## config.mk

```make
export PLATFORM = sky130hd
export DESIGN_NAME = rgb_to_hsv_pixel_core
export DESIGN_NICKNAME = d
export VERILOG_FILES = /design/src/sv/rthp_pkg.sv /design/src/sv/rthp_front.sv /design/src/sv/rthp_div_cell.sv /design/src/sv/rgb_to_hsv_pixel_core.sv
export VERILOG_INCLUDE_DIRS = /design/src /design/src/sv
export SDC_FILE = /design/constraint.sdc
export NUM_CORES = 2
export LEC_CHECK = 0
export BUFFER_PORTS_ARGS = -buffer_cell sky130_fd_sc_hd__buf_2
export CAP_MARGIN = 20
export CORE_MARGIN = 3
export CORE_UTILIZATION = 35
export DETAILED_ROUTE_END_ITERATION = 6
export GPL_ROUTABILITY_DRIVEN = 0
export GPL_TIMING_DRIVEN = 0
export HOLD_SLACK_MARGIN = 0.06
export SYNTH_ARGS = -nofsm -noshare
export SYNTH_HDL_FRONTEND = slang
export SYNTH_SLANG_ARGS = --single-unit
```

## constraint.sdc

```tcl
create_clock -name clk_i -period 10.23 [get_ports clk_i]
set_input_delay 2.046 -clock clk_i [delete_from_list [all_inputs] [get_ports clk_i]]
set_output_delay 2.046 -clock clk_i [all_outputs]
set_load 0.02 [all_outputs]
```

## src/sv/rgb_to_hsv_pixel_core_assert.svh

```systemverilog
// Assertion macros for the RGB to HSV pixel core.
// Needs clk_i and rst_ni in the module that includes it.
`ifndef RGB_TO_HSV_PIXEL_CORE_ASSERT_SVH
`define RGB_TO_HSV_PIXEL_CORE_ASSERT_SVH

// general clocked property, off during reset
`define RTHP_ASSERT(label, prop, msg) \
  label: assert property (@(posedge clk_i) disable iff (!rst_ni) (prop)) else $error(msg);

// property that must hold whenever a stage holds a valid item
`define RTHP_ASSERT_VLD(label, vld, prop, msg) \
  label: assert property (@(posedge clk_i) disable iff (!rst_ni) (vld) |-> (prop)) \
    else $error(msg);

`endif

```

## src/sv/rthp_pkg.sv

```systemverilog
// Shared types for the RGB to HSV pixel core.
// No dependencies.
package rthp_pkg;

  // control that travels alongside every item down the pipeline
  typedef struct packed {
    logic valid;
    logic gray;   // chroma is zero: hue and saturation forced to zero
  } rthp_ctl_t;

  // channel that holds the maximum, first match in red, green, blue order
  typedef enum logic [2:0] {
    SEC_RED   = 3'b001,
    SEC_GREEN = 3'b010,
    SEC_BLUE  = 3'b100
  } rthp_sector_e;

endpackage

```

## src/sv/rthp_front.sv

```systemverilog
// Front end: max/min, chroma, divisor and dividend set-up (two stages).
// Depends on rthp_pkg and rgb_to_hsv_pixel_core_assert.svh.
`include "rgb_to_hsv_pixel_core_assert.svh"

module rthp_front #(
  parameter int unsigned CHANNEL_BITS = 12
) (
  input  logic                      clk_i,
  input  logic                      rst_ni,
  input  logic                      valid_i,
  output logic                      ready_o,
  input  logic [CHANNEL_BITS-1:0]   red_i,
  input  logic [CHANNEL_BITS-1:0]   green_i,
  input  logic [CHANNEL_BITS-1:0]   blue_i,
  input  logic                      ready_i,
  output rthp_pkg::rthp_ctl_t       ctl_o,
  output logic [CHANNEL_BITS-1:0]   value_o,
  output logic [CHANNEL_BITS-1:0]   sat_rem_o,
  output logic [CHANNEL_BITS-1:0]   sat_low_o,
  output logic [CHANNEL_BITS+2:0]   hue_rem_o,
  output logic [CHANNEL_BITS+2:0]   hue_div_o
);

  localparam int unsigned N = CHANNEL_BITS;

  // stage 1 registers
  logic                   s1_valid_q;
  logic [N-1:0]           s1_red_q, s1_green_q, s1_blue_q, s1_max_q, s1_min_q;
  rthp_pkg::rthp_sector_e s1_sec_q, s1_sec_d;
  logic [N-1:0]           s1_max_d, s1_min_d, min_rg;

  // stage 2 registers
  rthp_pkg::rthp_ctl_t    ctl_q;
  logic [N-1:0]           value_q, sat_rem_q, sat_low_q;
  logic [N+2:0]           hue_rem_q, hue_div_q;

  logic                   s1_ready, s2_ready;
  logic [N-1:0]           chroma, lead, trail;
  logic [N+2:0]           div6, offs;
  logic [N+3:0]           num, num_red;
  logic [2*N-1:0]         sat_num;

  assign s2_ready = !ctl_q.valid || ready_i;
  assign s1_ready = !s1_valid_q || s2_ready;
  assign ready_o  = s1_ready;

  // stage 1: find max, min and the leading channel
  always_comb begin
    if (red_i >= green_i && red_i >= blue_i) begin
      s1_sec_d = rthp_pkg::SEC_RED;
      s1_max_d = red_i;
    end else if (green_i >= blue_i) begin
      s1_sec_d = rthp_pkg::SEC_GREEN;
      s1_max_d = green_i;
    end else begin
      s1_sec_d = rthp_pkg::SEC_BLUE;
      s1_max_d = blue_i;
    end
    min_rg   = (red_i < green_i) ? red_i : green_i;
    s1_min_d = (min_rg < blue_i) ? min_rg : blue_i;
  end

  always_ff @(posedge clk_i or negedge rst_ni) begin
    if (!rst_ni) begin
      s1_valid_q <= 1'b0;
    end else if (s1_ready) begin
      s1_valid_q <= valid_i;
    end
  end

  always_ff @(posedge clk_i) begin
    if (valid_i && s1_ready) begin
      s1_red_q   <= red_i;
      s1_green_q <= green_i;
      s1_blue_q  <= blue_i;
      s1_max_q   <= s1_max_d;
      s1_min_q   <= s1_min_d;
      s1_sec_q   <= s1_sec_d;
    end
  end

  // stage 2: chroma, 6C divisor, hue dividend with one turn added
  assign chroma = s1_max_q - s1_min_q;
  assign div6   = ({3'b000, chroma} << 2) + ({3'b000, chroma} << 1);

  always_comb begin
    case (s1_sec_q)
      rthp_pkg::SEC_RED: begin
        lead  = s1_green_q;
        trail = s1_blue_q;
        offs  = '0;
      end
      rthp_pkg::SEC_GREEN: begin
        lead  = s1_blue_q;
        trail = s1_red_q;
        offs  = {3'b000, chroma} << 1;
      end
      rthp_pkg::SEC_BLUE: begin
        lead  = s1_red_q;
        trail = s1_green_q;
        offs  = {3'b000, chroma} << 2;
      end
      default: begin
        lead  = '0;
        trail = '0;
        offs  = '0;
      end
    endcase
  end

  // never negative: diff >= -C and a full turn (6C) is added
  assign num     = {4'b0000, lead} + {1'b0, div6} + {1'b0, offs} - {4'b0000, trail};
  // integer part of num/6C is 0 or 1; strip it, it wraps away
  assign num_red = (num >= {1'b0, div6}) ? (num - {1'b0, div6}) : num;
  // (2^N - 1) * C
  assign sat_num = {chroma, {N{1'b0}}} - {{N{1'b0}}, chroma};

  always_ff @(posedge clk_i or negedge rst_ni) begin
    if (!rst_ni) begin
      ctl_q <= '0;
    end else if (s2_ready) begin
      ctl_q.valid <= s1_valid_q;
      ctl_q.gray  <= (chroma == '0);
    end
  end

  always_ff @(posedge clk_i) begin
    if (s1_valid_q && s2_ready) begin
      value_q   <= s1_max_q;
      sat_rem_q <= sat_num[2*N-1:N];
      sat_low_q <= sat_num[N-1:0];
      hue_rem_q <= num_red[N+2:0];
      hue_div_q <= div6;
    end
  end

  assign ctl_o     = ctl_q;
  assign value_o   = value_q;
  assign sat_rem_o = sat_rem_q;
  assign sat_low_o = sat_low_q;
  assign hue_rem_o = hue_rem_q;
  assign hue_div_o = hue_div_q;

  `RTHP_ASSERT_VLD(a_front_gray_div, ctl_q.valid, ctl_q.gray == (hue_div_q == '0), "gray flag disagrees with divisor")
  `RTHP_ASSERT_VLD(a_front_hue_rem, ctl_q.valid && !ctl_q.gray, hue_rem_q < hue_div_q, "hue remainder not reduced")

endmodule

```

## src/sv/rthp_div_cell.sv

```systemverilog
// One restoring-division cell: one quotient bit for saturation and hue.
// Depends on rthp_pkg and rgb_to_hsv_pixel_core_assert.svh.
`include "rgb_to_hsv_pixel_core_assert.svh"

module rthp_div_cell #(
  parameter int unsigned CHANNEL_BITS = 12
) (
  input  logic                      clk_i,
  input  logic                      rst_ni,
  output logic                      ready_o,
  input  logic                      ready_i,
  input  rthp_pkg::rthp_ctl_t       ctl_i,
  input  logic [CHANNEL_BITS-1:0]   value_i,
  input  logic [CHANNEL_BITS-1:0]   sat_rem_i,
  input  logic [CHANNEL_BITS-1:0]   sat_low_i,
  input  logic [CHANNEL_BITS-1:0]   sat_quo_i,
  input  logic [CHANNEL_BITS+2:0]   hue_rem_i,
  input  logic [CHANNEL_BITS+2:0]   hue_div_i,
  input  logic [CHANNEL_BITS-1:0]   hue_quo_i,
  output rthp_pkg::rthp_ctl_t       ctl_o,
  output logic [CHANNEL_BITS-1:0]   value_o,
  output logic [CHANNEL_BITS-1:0]   sat_rem_o,
  output logic [CHANNEL_BITS-1:0]   sat_low_o,
  output logic [CHANNEL_BITS-1:0]   sat_quo_o,
  output logic [CHANNEL_BITS+2:0]   hue_rem_o,
  output logic [CHANNEL_BITS+2:0]   hue_div_o,
  output logic [CHANNEL_BITS-1:0]   hue_quo_o
);

  localparam int unsigned N = CHANNEL_BITS;

  rthp_pkg::rthp_ctl_t ctl_q;
  logic [N-1:0]        value_q, sat_rem_q, sat_low_q, sat_quo_q, hue_quo_q;
  logic [N+2:0]        hue_rem_q, hue_div_q;

  logic [N:0]          sat_try, sat_sub;
  logic [N+3:0]        hue_try, hue_sub;
  logic                sat_bit, hue_bit;
  logic                ready;

  assign ready   = !ctl_q.valid || ready_i;
  assign ready_o = ready;

  // shift in next dividend bit, trial subtract
  assign sat_try = {sat_rem_i, sat_low_i[N-1]};
  assign sat_sub = sat_try - {1'b0, value_i};
  assign sat_bit = (sat_try >= {1'b0, value_i});

  assign hue_try = {hue_rem_i, 1'b0};
  assign hue_sub = hue_try - {1'b0, hue_div_i};
  assign hue_bit = (hue_try >= {1'b0, hue_div_i});

  always_ff @(posedge clk_i or negedge rst_ni) begin
    if (!rst_ni) begin
      ctl_q <= '0;
    end else if (ready) begin
      ctl_q <= ctl_i;
    end
  end

  always_ff @(posedge clk_i) begin
    if (ctl_i.valid && ready) begin
      value_q   <= value_i;
      sat_rem_q <= sat_bit ? sat_sub[N-1:0] : sat_try[N-1:0];
      sat_low_q <= {sat_low_i[N-2:0], 1'b0};
      sat_quo_q <= {sat_quo_i[N-2:0], sat_bit};
      hue_rem_q <= hue_bit ? hue_sub[N+2:0] : hue_try[N+2:0];
      hue_div_q <= hue_div_i;
      hue_quo_q <= {hue_quo_i[N-2:0], hue_bit};
    end
  end

  assign ctl_o     = ctl_q;
  assign value_o   = value_q;
  assign sat_rem_o = sat_rem_q;
  assign sat_low_o = sat_low_q;
  assign sat_quo_o = sat_quo_q;
  assign hue_rem_o = hue_rem_q;
  assign hue_div_o = hue_div_q;
  assign hue_quo_o = hue_quo_q;

  `RTHP_ASSERT_VLD(a_cell_sat_rem, ctl_q.valid && !ctl_q.gray, sat_rem_q < value_q, "saturation remainder not below value")
  `RTHP_ASSERT_VLD(a_cell_hue_rem, ctl_q.valid && !ctl_q.gray, hue_rem_q < hue_div_q, "hue remainder not below 6C")

endmodule

```

## src/sv/rgb_to_hsv_pixel_core.sv

```systemverilog
// RGB to HSV pixel converter, fixed point, one item in and one item out.
// Pipeline: two set-up stages, then one division cell per quotient bit.
// Throughput: one item per cycle while the output is not back-pressured.
// Each stage holds its item under back-pressure and frees as soon as it moves.
// Reset (rst_ni, async, active low) clears all valid flags; data is not reset.
// Depends on rthp_pkg, rthp_front, rthp_div_cell and the assertion header.
`include "rgb_to_hsv_pixel_core_assert.svh"

module rgb_to_hsv_pixel_core #(
  parameter int unsigned CHANNEL_BITS = 12
) (
  input  logic                                   clk_i,
  input  logic                                   rst_ni,
  input  logic                                   s_axis_tvalid,
  output logic                                   s_axis_tready,
  // red, green, blue from bit 0 up, zero pad to whole bytes
  input  logic [((3*CHANNEL_BITS+7)/8)*8-1:0]    s_axis_tdata,
  output logic                                   m_axis_tvalid,
  input  logic                                   m_axis_tready,
  // hue, saturation, value from bit 0 up, zero pad to whole bytes
  output logic [((3*CHANNEL_BITS+7)/8)*8-1:0]    m_axis_tdata
);

  localparam int unsigned N       = CHANNEL_BITS;
  localparam int unsigned TDATA_W = ((3*CHANNEL_BITS+7)/8)*8;

  // chain taps: index 0 is the front end output, index N the last cell
  rthp_pkg::rthp_ctl_t ctl   [0:N];
  logic [N-1:0]        value [0:N];
  logic [N-1:0]        s_rem [0:N];
  logic [N-1:0]        s_low [0:N];
  logic [N-1:0]        s_quo [0:N];
  logic [N+2:0]        h_rem [0:N];
  logic [N+2:0]        h_div [0:N];
  logic [N-1:0]        h_quo [0:N];
  logic                rdy   [0:N];   // ready from each tap's consumer

  logic [N-1:0]        out_hue, out_sat, out_value;

  rthp_front #(
    .CHANNEL_BITS(N)
  ) u_front (
    .clk_i     (clk_i),
    .rst_ni    (rst_ni),
    .valid_i   (s_axis_tvalid),
    .ready_o   (s_axis_tready),
    .red_i     (s_axis_tdata[N-1:0]),
    .green_i   (s_axis_tdata[2*N-1:N]),
    .blue_i    (s_axis_tdata[3*N-1:2*N]),
    .ready_i   (rdy[0]),
    .ctl_o     (ctl[0]),
    .value_o   (value[0]),
    .sat_rem_o (s_rem[0]),
    .sat_low_o (s_low[0]),
    .hue_rem_o (h_rem[0]),
    .hue_div_o (h_div[0])
  );

  // quotients start empty and fill one bit per cell
  assign s_quo[0] = '0;
  assign h_quo[0] = '0;

  for (genvar gi = 0; gi < N; gi++) begin : g_cell
    rthp_div_cell #(
      .CHANNEL_BITS(N)
    ) u_cell (
      .clk_i     (clk_i),
      .rst_ni    (rst_ni),
      .ready_o   (rdy[gi]),
      .ready_i   (rdy[gi+1]),
      .ctl_i     (ctl[gi]),
      .value_i   (value[gi]),
      .sat_rem_i (s_rem[gi]),
      .sat_low_i (s_low[gi]),
      .sat_quo_i (s_quo[gi]),
      .hue_rem_i (h_rem[gi]),
      .hue_div_i (h_div[gi]),
      .hue_quo_i (h_quo[gi]),
      .ctl_o     (ctl[gi+1]),
      .value_o   (value[gi+1]),
      .sat_rem_o (s_rem[gi+1]),
      .sat_low_o (s_low[gi+1]),
      .sat_quo_o (s_quo[gi+1]),
      .hue_rem_o (h_rem[gi+1]),
      .hue_div_o (h_div[gi+1]),
      .hue_quo_o (h_quo[gi+1])
    );
  end

  // last cell is the output register
  assign rdy[N]        = m_axis_tready;
  assign m_axis_tvalid = ctl[N].valid;

  // zero chroma: divisors may be zero, so both quotients are meaningless
  assign out_hue   = ctl[N].gray ? '0 : h_quo[N];
  assign out_sat   = ctl[N].gray ? '0 : s_quo[N];
  assign out_value = value[N];

  assign m_axis_tdata = TDATA_W'({out_value, out_sat, out_hue});

  `RTHP_ASSERT(a_black_pixel, (m_axis_tvalid && out_value == '0) |-> (out_sat == '0 && out_hue == '0), "black pixel with nonzero hue or saturation")

endmodule
```

### Word-level counts from Yosys, hierarchy flattened

Cells that the tools add are included.

| storage, ports and cells | value |
|---|---|
| flip-flop bits (word level) | 984 |
| output and inout port bits | 42 |

| cells by class | value |
|---|---|
| $add $sub $neg | 29 |
| $lt $le $gt $ge | 30 |
| equality and inequality tests | 3 |
| muxes and demuxes | 33 |
| reductions and logical operators | 44 |

Operator list:

| operator | count |
|---|---|
| $ge 16x15->1 | 13 |
| $mux 12 | 17 |
| $mux 15 | 12 |
| $sub 15x15->15 | 12 |
| $ge 13x12->1 | 12 |
| $sub 12x12->12 | 12 |
| $pmux 12 s3 | 2 |
| $ge 12x12->1 | 3 |
| $pmux 14 s2 | 1 |
| $lt 12x12->1 | 2 |
| $sub 24x12->24 | 1 |
| $add 12x15->16 | 1 |
| $add 16x14->16 | 1 |
| $sub 16x12->16 | 1 |
| $add 14x13->15 | 1 |
| $logic_and 1x1->1 | 15 |
| $logic_not 1->1 | 14 |
| $logic_or 1x1->1 | 14 |
| $logic_not 12->1 | 1 |
| $eq 3x1->1 const B | 1 |
| $eq 3x2->1 const B | 1 |
| $eq 3x3->1 const B | 1 |
| $mux 3 | 1 |

### Logic depth before layout (Yosys ltp)

| depth | value |
|---|---|
| depth in word-level cells | 16 |
| gate-level depth with buffers | 34 |

### Modules after synthesis

A second synthesis with hierarchy kept.

| unflattened totals | value |
|---|---|
| cells, all modules | 4873 |
| area, all modules | 63891.3 µm² |

By module, submodules not included:

| module | times used | cells an instance | area an instance (µm²) |
|---|---|---|---|
| rthp_div_cell at g_cell[0].u_cell ... | 6 | 337 | 4491.8 |
| rthp_div_cell at g_cell[1].u_cell ... | 5 | 309 | 4435.5 |
| rthp_front | 1 | 945 | 9945.8 |
| rthp_div_cell at g_cell[4].u_cell | 1 | 330 | 4570.6 |
| rgb_to_hsv_pixel_core | 1 | 31 | 246.5 |

### Worst setup path before layout

Ideal clock, no wire load.

| timing | value |
|---|---|
| path type | reg-to-reg |
| start point | reg u_front.s1_max_q[0] |
| end point | reg u_front.hue_rem_q[10] (netlist: u_front.hue_rem_o[10]) (data pin) |
| data arrival time | 6.990 ns |
| required time | 9.970 ns |
| path slack | 2.980 ns |
| cell stages (with the launch flop) | 30 |
| path buffers | 0 |
| clock period less this slack | 7.250 ns |
| path through | edfxtp_1 -> inv_1 -> ha_1 -> inv_1 -> fa_1 -> xor2_1 -> ha_1 -> a21o_1 -> a21oi_1 -> nor2b_1 -> nor2_1 -> a211oi_1 -> o32a_2 -> xnor2_1 -> inv_1 -> fa_1 -> inv_1 -> fa_1 -> inv_1 -> ha_1 -> a21oi_1 -> xnor2_1 -> ha_1 -> and3_1 -> a221oi_1 -> nand2_1 -> o21ai_0 -> or4b_4 -> a31o_4 -> mux2_4 |

| on the way | value |
|---|---|
| cells in the longest elaborated chain, start to end | 7 |
| elaborated cells on any way between the ends | 9 |
| those cells by class | add/sub (6); order compare (1); mux (2) |

Ends and longest elaborated chain:

| element | RTL line | source |
|---|---|---|
| from (decl) | rthp_front.sv:28 | `logic [N-1:0] s1_red_q, s1_green_q, s1_blue_q, s1_max_q, s1_min_q;` |
| from (signal assigned) | rthp_front.sv:76 | `s1_max_q <= s1_max_d;` |
| $sub 12x12->12 * | rthp_front.sv:83 | `assign chroma = s1_max_q - s1_min_q;` |
| $add 14x13->15 * | rthp_front.sv:84 | `assign div6 = ({3'b000, chroma} << 2) + ({3'b000, chroma} << 1);` |
| net u_front.div6[9] | rthp_front.sv:39 | `logic [N+2:0] div6, offs;` |
| $add 12x15->16 | rthp_front.sv:112 | `assign num = {4'b0000, lead} + {1'b0, div6} + {1'b0, offs} - {4'b0000, trail};` |
| $add 16x14->16 | rthp_front.sv:112 |  |
| $sub 16x12->16 | rthp_front.sv:112 |  |
| $sub 15x15->15 or $ge 16x15->1 (tied branches) | rthp_front.sv:114 | `assign num_red = (num >= {1'b0, div6}) ? (num - {1'b0, div6}) : num;` |
| $mux 15 * | rthp_front.sv:114 |  |
| net u_front.num_red[10] | rthp_front.sv:40 | `logic [N+3:0] num, num_red;` |
| to (signal assigned) | rthp_front.sv:132 | `hue_rem_q <= num_red[N+2:0];` |
| to (decl) | rthp_front.sv:35 | `logic [N+2:0] hue_rem_q, hue_div_q;` |

The timed path passes the listed nets; every way through them passes the cells marked *.
A chain may end at the register's enable or synchronous reset.

### Worst setup path after layout

| timing | value |
|---|---|
| start point | reg u_front.s1_max_q[0] |
| end point | reg u_front.hue_rem_q[1] (netlist: u_front.hue_rem_o[1]) (data pin) |

| on the way | value |
|---|---|
| cells in the longest elaborated chain, start to end | 7 |
| elaborated cells on any way between the ends | 9 |
| those cells by class | add/sub (6); order compare (1); mux (2) |

Ends and longest elaborated chain:

| element | RTL line |
|---|---|
| $sub 12x12->12 * | rthp_front.sv:83 |
| $add 14x13->15 * | rthp_front.sv:84 |
| net u_front.div6[10] | rthp_front.sv:39 |
| $add 12x15->16 | rthp_front.sv:112 |
| $add 16x14->16 | rthp_front.sv:112 |
| $sub 16x12->16 | rthp_front.sv:112 |
| $ge 16x15->1 * | rthp_front.sv:114 |
| $mux 15 * | rthp_front.sv:114 |
| net u_front.num_red[1] | rthp_front.sv:40 |

Marks and branches as above.

==> impl_metrics.json <==
{
  "holdBufCountCts": 0,
  "fin_skew_ps": 43.49,
  "cts_resized": 0,
  "dieArea_mm2": 0.1512,
  "synth_top_area_share_pct": 53.31,
  "ys_top_cells_by_area": "edfxtp_1 (53%), ha_1 (10%), mux2_2 (4.1%)",
  "slew_headroom_pct": 36.60,
  "path_common_cell": "inv_1",
  "drc_errors": 0,
  "hold_end": "g_cell[6].u_cell.sat_quo_o[6]",
  "drtIter0Drc": 1676,
  "cts_buffers": 96,
  "synth_top_flop_cell": "edfxtp_1",
  "gr-total-overflow": 0,
  "drv_slew": 0,
  "cts_root_buffer": "clkbuf_16",
  "die_w_um": 388.9,
  "multi_input_area_mm2": 0.02098,
  "die-height_um": 388.9,
  "r2r_cells": 30,
  "yosysSeqAreaShare_pct": 54.63,
  "synthAdderAreaFrac_pct": 12.17,
  "seq_area_mm2": 0.02803,
  "synth_area_per_cell_um2": 11.90,
  "cp-startpoint": "u_front.s1_max_q[0]",
  "required_ps": 10630,
  "clock_latency_ps": 680,
  "min_from": "g_cell[5].u_cell.sat_quo_o[5]",
  "drt_first_pass_iters": 7,
  "num_io_pins": 86,
  "core_area_mm2": 0.1445,
  "holdPathStages": 0,
  "path_class": "flop to flop",
  "port_buffers": 77,
  "clkTransAtPathRegs_ps": 60,
  "arrival_ps": 9050,
  "start_util_pct": 35.50,
  "r2r-end": "u_front.hue_rem_o[1]",
  "outcome": "finished, final reports clean",
  "fillers": 13450,
  "tightest_slew_ps": 944.2,
  "fmax_mhz": 115.6,
  "antenna_left": 0,
  "synth_top_family_by_area": "adder cells",
  "n_antenna_cell": 0,
  "crit_fanout": 11,
  "viasPerCell": 4.832,
  "hp-class": "flop to flop",
  "grt_pass1_vias": 32040,
  "post_cts_buffers": 0,
  "async_flop_share_pct": 2.878,
  "cts_tree": "yes",
  "drive_gt1_share_pct": 11.10,
  "cap_violations": 0,
  "yosys_warnings": 0,
  "whs_ps": 384.8,
  "synth-edff-count": 911,
  "grt_pass1_wl_um": 158900,
  "cp_slowest_cell": "fa_1",
  "muxShareOfSynthArea_pct": 4.596,
  "synth_compound_area_share_pct": 11.22,
  "yosys.area_share.simple_pct": 8.788,
  "synth_area_mm2": 0.05131,
  "synthToLayoutAreaGrowth_pct": 12.49,
  "dp_hpwl_um": 73860,
  "finalSetupViolCount": 0,
  "netlist_instances": 4313,
  "wl_per_cell_um": 14.76,
  "routed_wirelength_um": 95770,
  "fin_tns_setup_ps": 0,
  "synth_seq_cells": 938,
  "ff2ff_setup_slack_ps": 1580,
  "synth_xor_area_share_pct": 3.992,
  "r2r_start": "u_front.s1_max_q[0]",
  "nets": 5020,
  "crit_path_start_kind": "flop",
  "grt_max_degree": 73,
  "rsz0062_at_grt": "false",
  "synth_cell_types": 82,
  "finalCritPeriodShare_pct": 84.58,
  "antenna_found_initial": 0,
  "cts.sink_count": 938,
  "end_kind": "flop",
  "track_usage_pct": 12.61,
  "cts_htree_levels": 3,
  "yosysTopAreaCell": "edfxtp_1",
  "vias": 31360,
  "hold_viol": 0,
  "max_stage_delay_ps": 570,
  "ctsLongestPathBuffers": 3,
  "period_minus_slack_ps": 8653,
  "num_rows": 139
}
==> sequential cells by signal, summed over array words and instances, names as in the netlist, 15 cells and up <==
signal	cells
g_cell.u_cell.ctl_o	24
g_cell.u_cell.hue_div_o	135
g_cell.u_cell.hue_quo_o	78
g_cell.u_cell.hue_rem_o	154
g_cell.u_cell.sat_low_o	64
g_cell.u_cell.sat_quo_o	78
g_cell.u_cell.sat_rem_o	132
g_cell.u_cell.value_o	144
u_front.hue_rem_o	15
==> per-stage QoR <==
stage / area (um^2) / setup WS (ps) / std cells / util, %
final: 57720 / 1577 / 6489 / 39.94
after floorplan: 51320 / 2980 / 4316 / -
after global routing: 57720 / 1075 / 6489 / 39.94
after CTS: 57720 / 1576 / 6489 / 39.94
after detailed placement: 54400 / 1617 / 6310 / 37.64
after global placement: 54090 / 1669 / 6296 / 37.43
==> Yosys cell counts (49+ instances only) <==
| library cell | count |
|---|---|
| edfxtp_1 | 911 |
| o21ai_0 | 237 |
| nor2_1 | 293 |
| ha_1 | 424 |
| mux2_2 | 185 |
| nor2b_1 | 110 |
| a21oi_1 | 292 |
| xnor2_1 | 178 |
| inv_1 | 537 |
| clkbuf_1 | 60 |
| nand4_1 | 68 |
| a21boi_0 | 56 |
| nand2_1 | 212 |
| xor2_1 | 49 |
| a21o_1 | 92 |
| nand2b_1 | 88 |
==> routing by layer <==
metal	GRT usage, %	routed length, um
met5	0	0
met1	14.45	40070
met3	2.117	3198
met4	4.684	3590
met2	23.43	48910
==> layout make-up <==
cell class	count	share of cell area [%]
Buffer	74	0.5636
Clock buffer	113	4.346
Clock inverter	66	1.400
Inverter	541	3.522
Multi-Input combinational cell	2763	36.34
Sequential cell	938	48.56
Tap cell	1903	4.125
Timing Repair Buffer	91	1.136
==> logic make-up after synthesis <==
family,after synthesis
buffers and inverters,615
muxes,212
xor gates and xnor gates,230
adders and majority gates,471
other,1
and+or+nand+nor,923
AOI/OAI and AO/OA,923
DFF,938
==> layout by cell type (no fill, tap or decap), types with 81 or more instances in the layout <==
cell type,Yosys,routed
mux2_2,185,185
o21ai_0,237,237
ha_1,424,424
buf_2,4,81
nor2b_1,110,109
nand2_1,212,212
xnor2_1,178,178
a21o_1,92,92
clkbuf_16,0,98
edfxtp_1,911,911
a21oi_1,292,292
nand2b_1,88,88
inv_1,537,537
nor2_1,293,293
==> worst max-delay path, delay by kind of cell, from the launching register on <==
family	cells	cell delay (ps)
simple gates	4	990
compound gates	10	2720
flops	1	430
buf+inv	6	810
fa+ha+maj	7	2650
xor+xnor	3	780
==> worst max-delay path by stage <==
| stage | depth (start not counted) | to | slack (ps) |
|---|---|---|---|
| after detailed placement | 30 | u_front.hue_rem_o[1] | 1620 |
| after floorplan | 29 | u_front.hue_rem_o[10] | 2980 |
| after global placement | 30 | u_front.hue_rem_o[1] | 1670 |
| after CTS | 30 | u_front.hue_rem_o[1] | 1580 |
| final | 30 | u_front.hue_rem_o[1] | 1580 |
| after global routing | 30 | u_front.hue_rem_o[1] | 1070 |
Power is not shown: default switching activity piles up to over one toggle a cycle in this logic, so the estimate is an artifact.
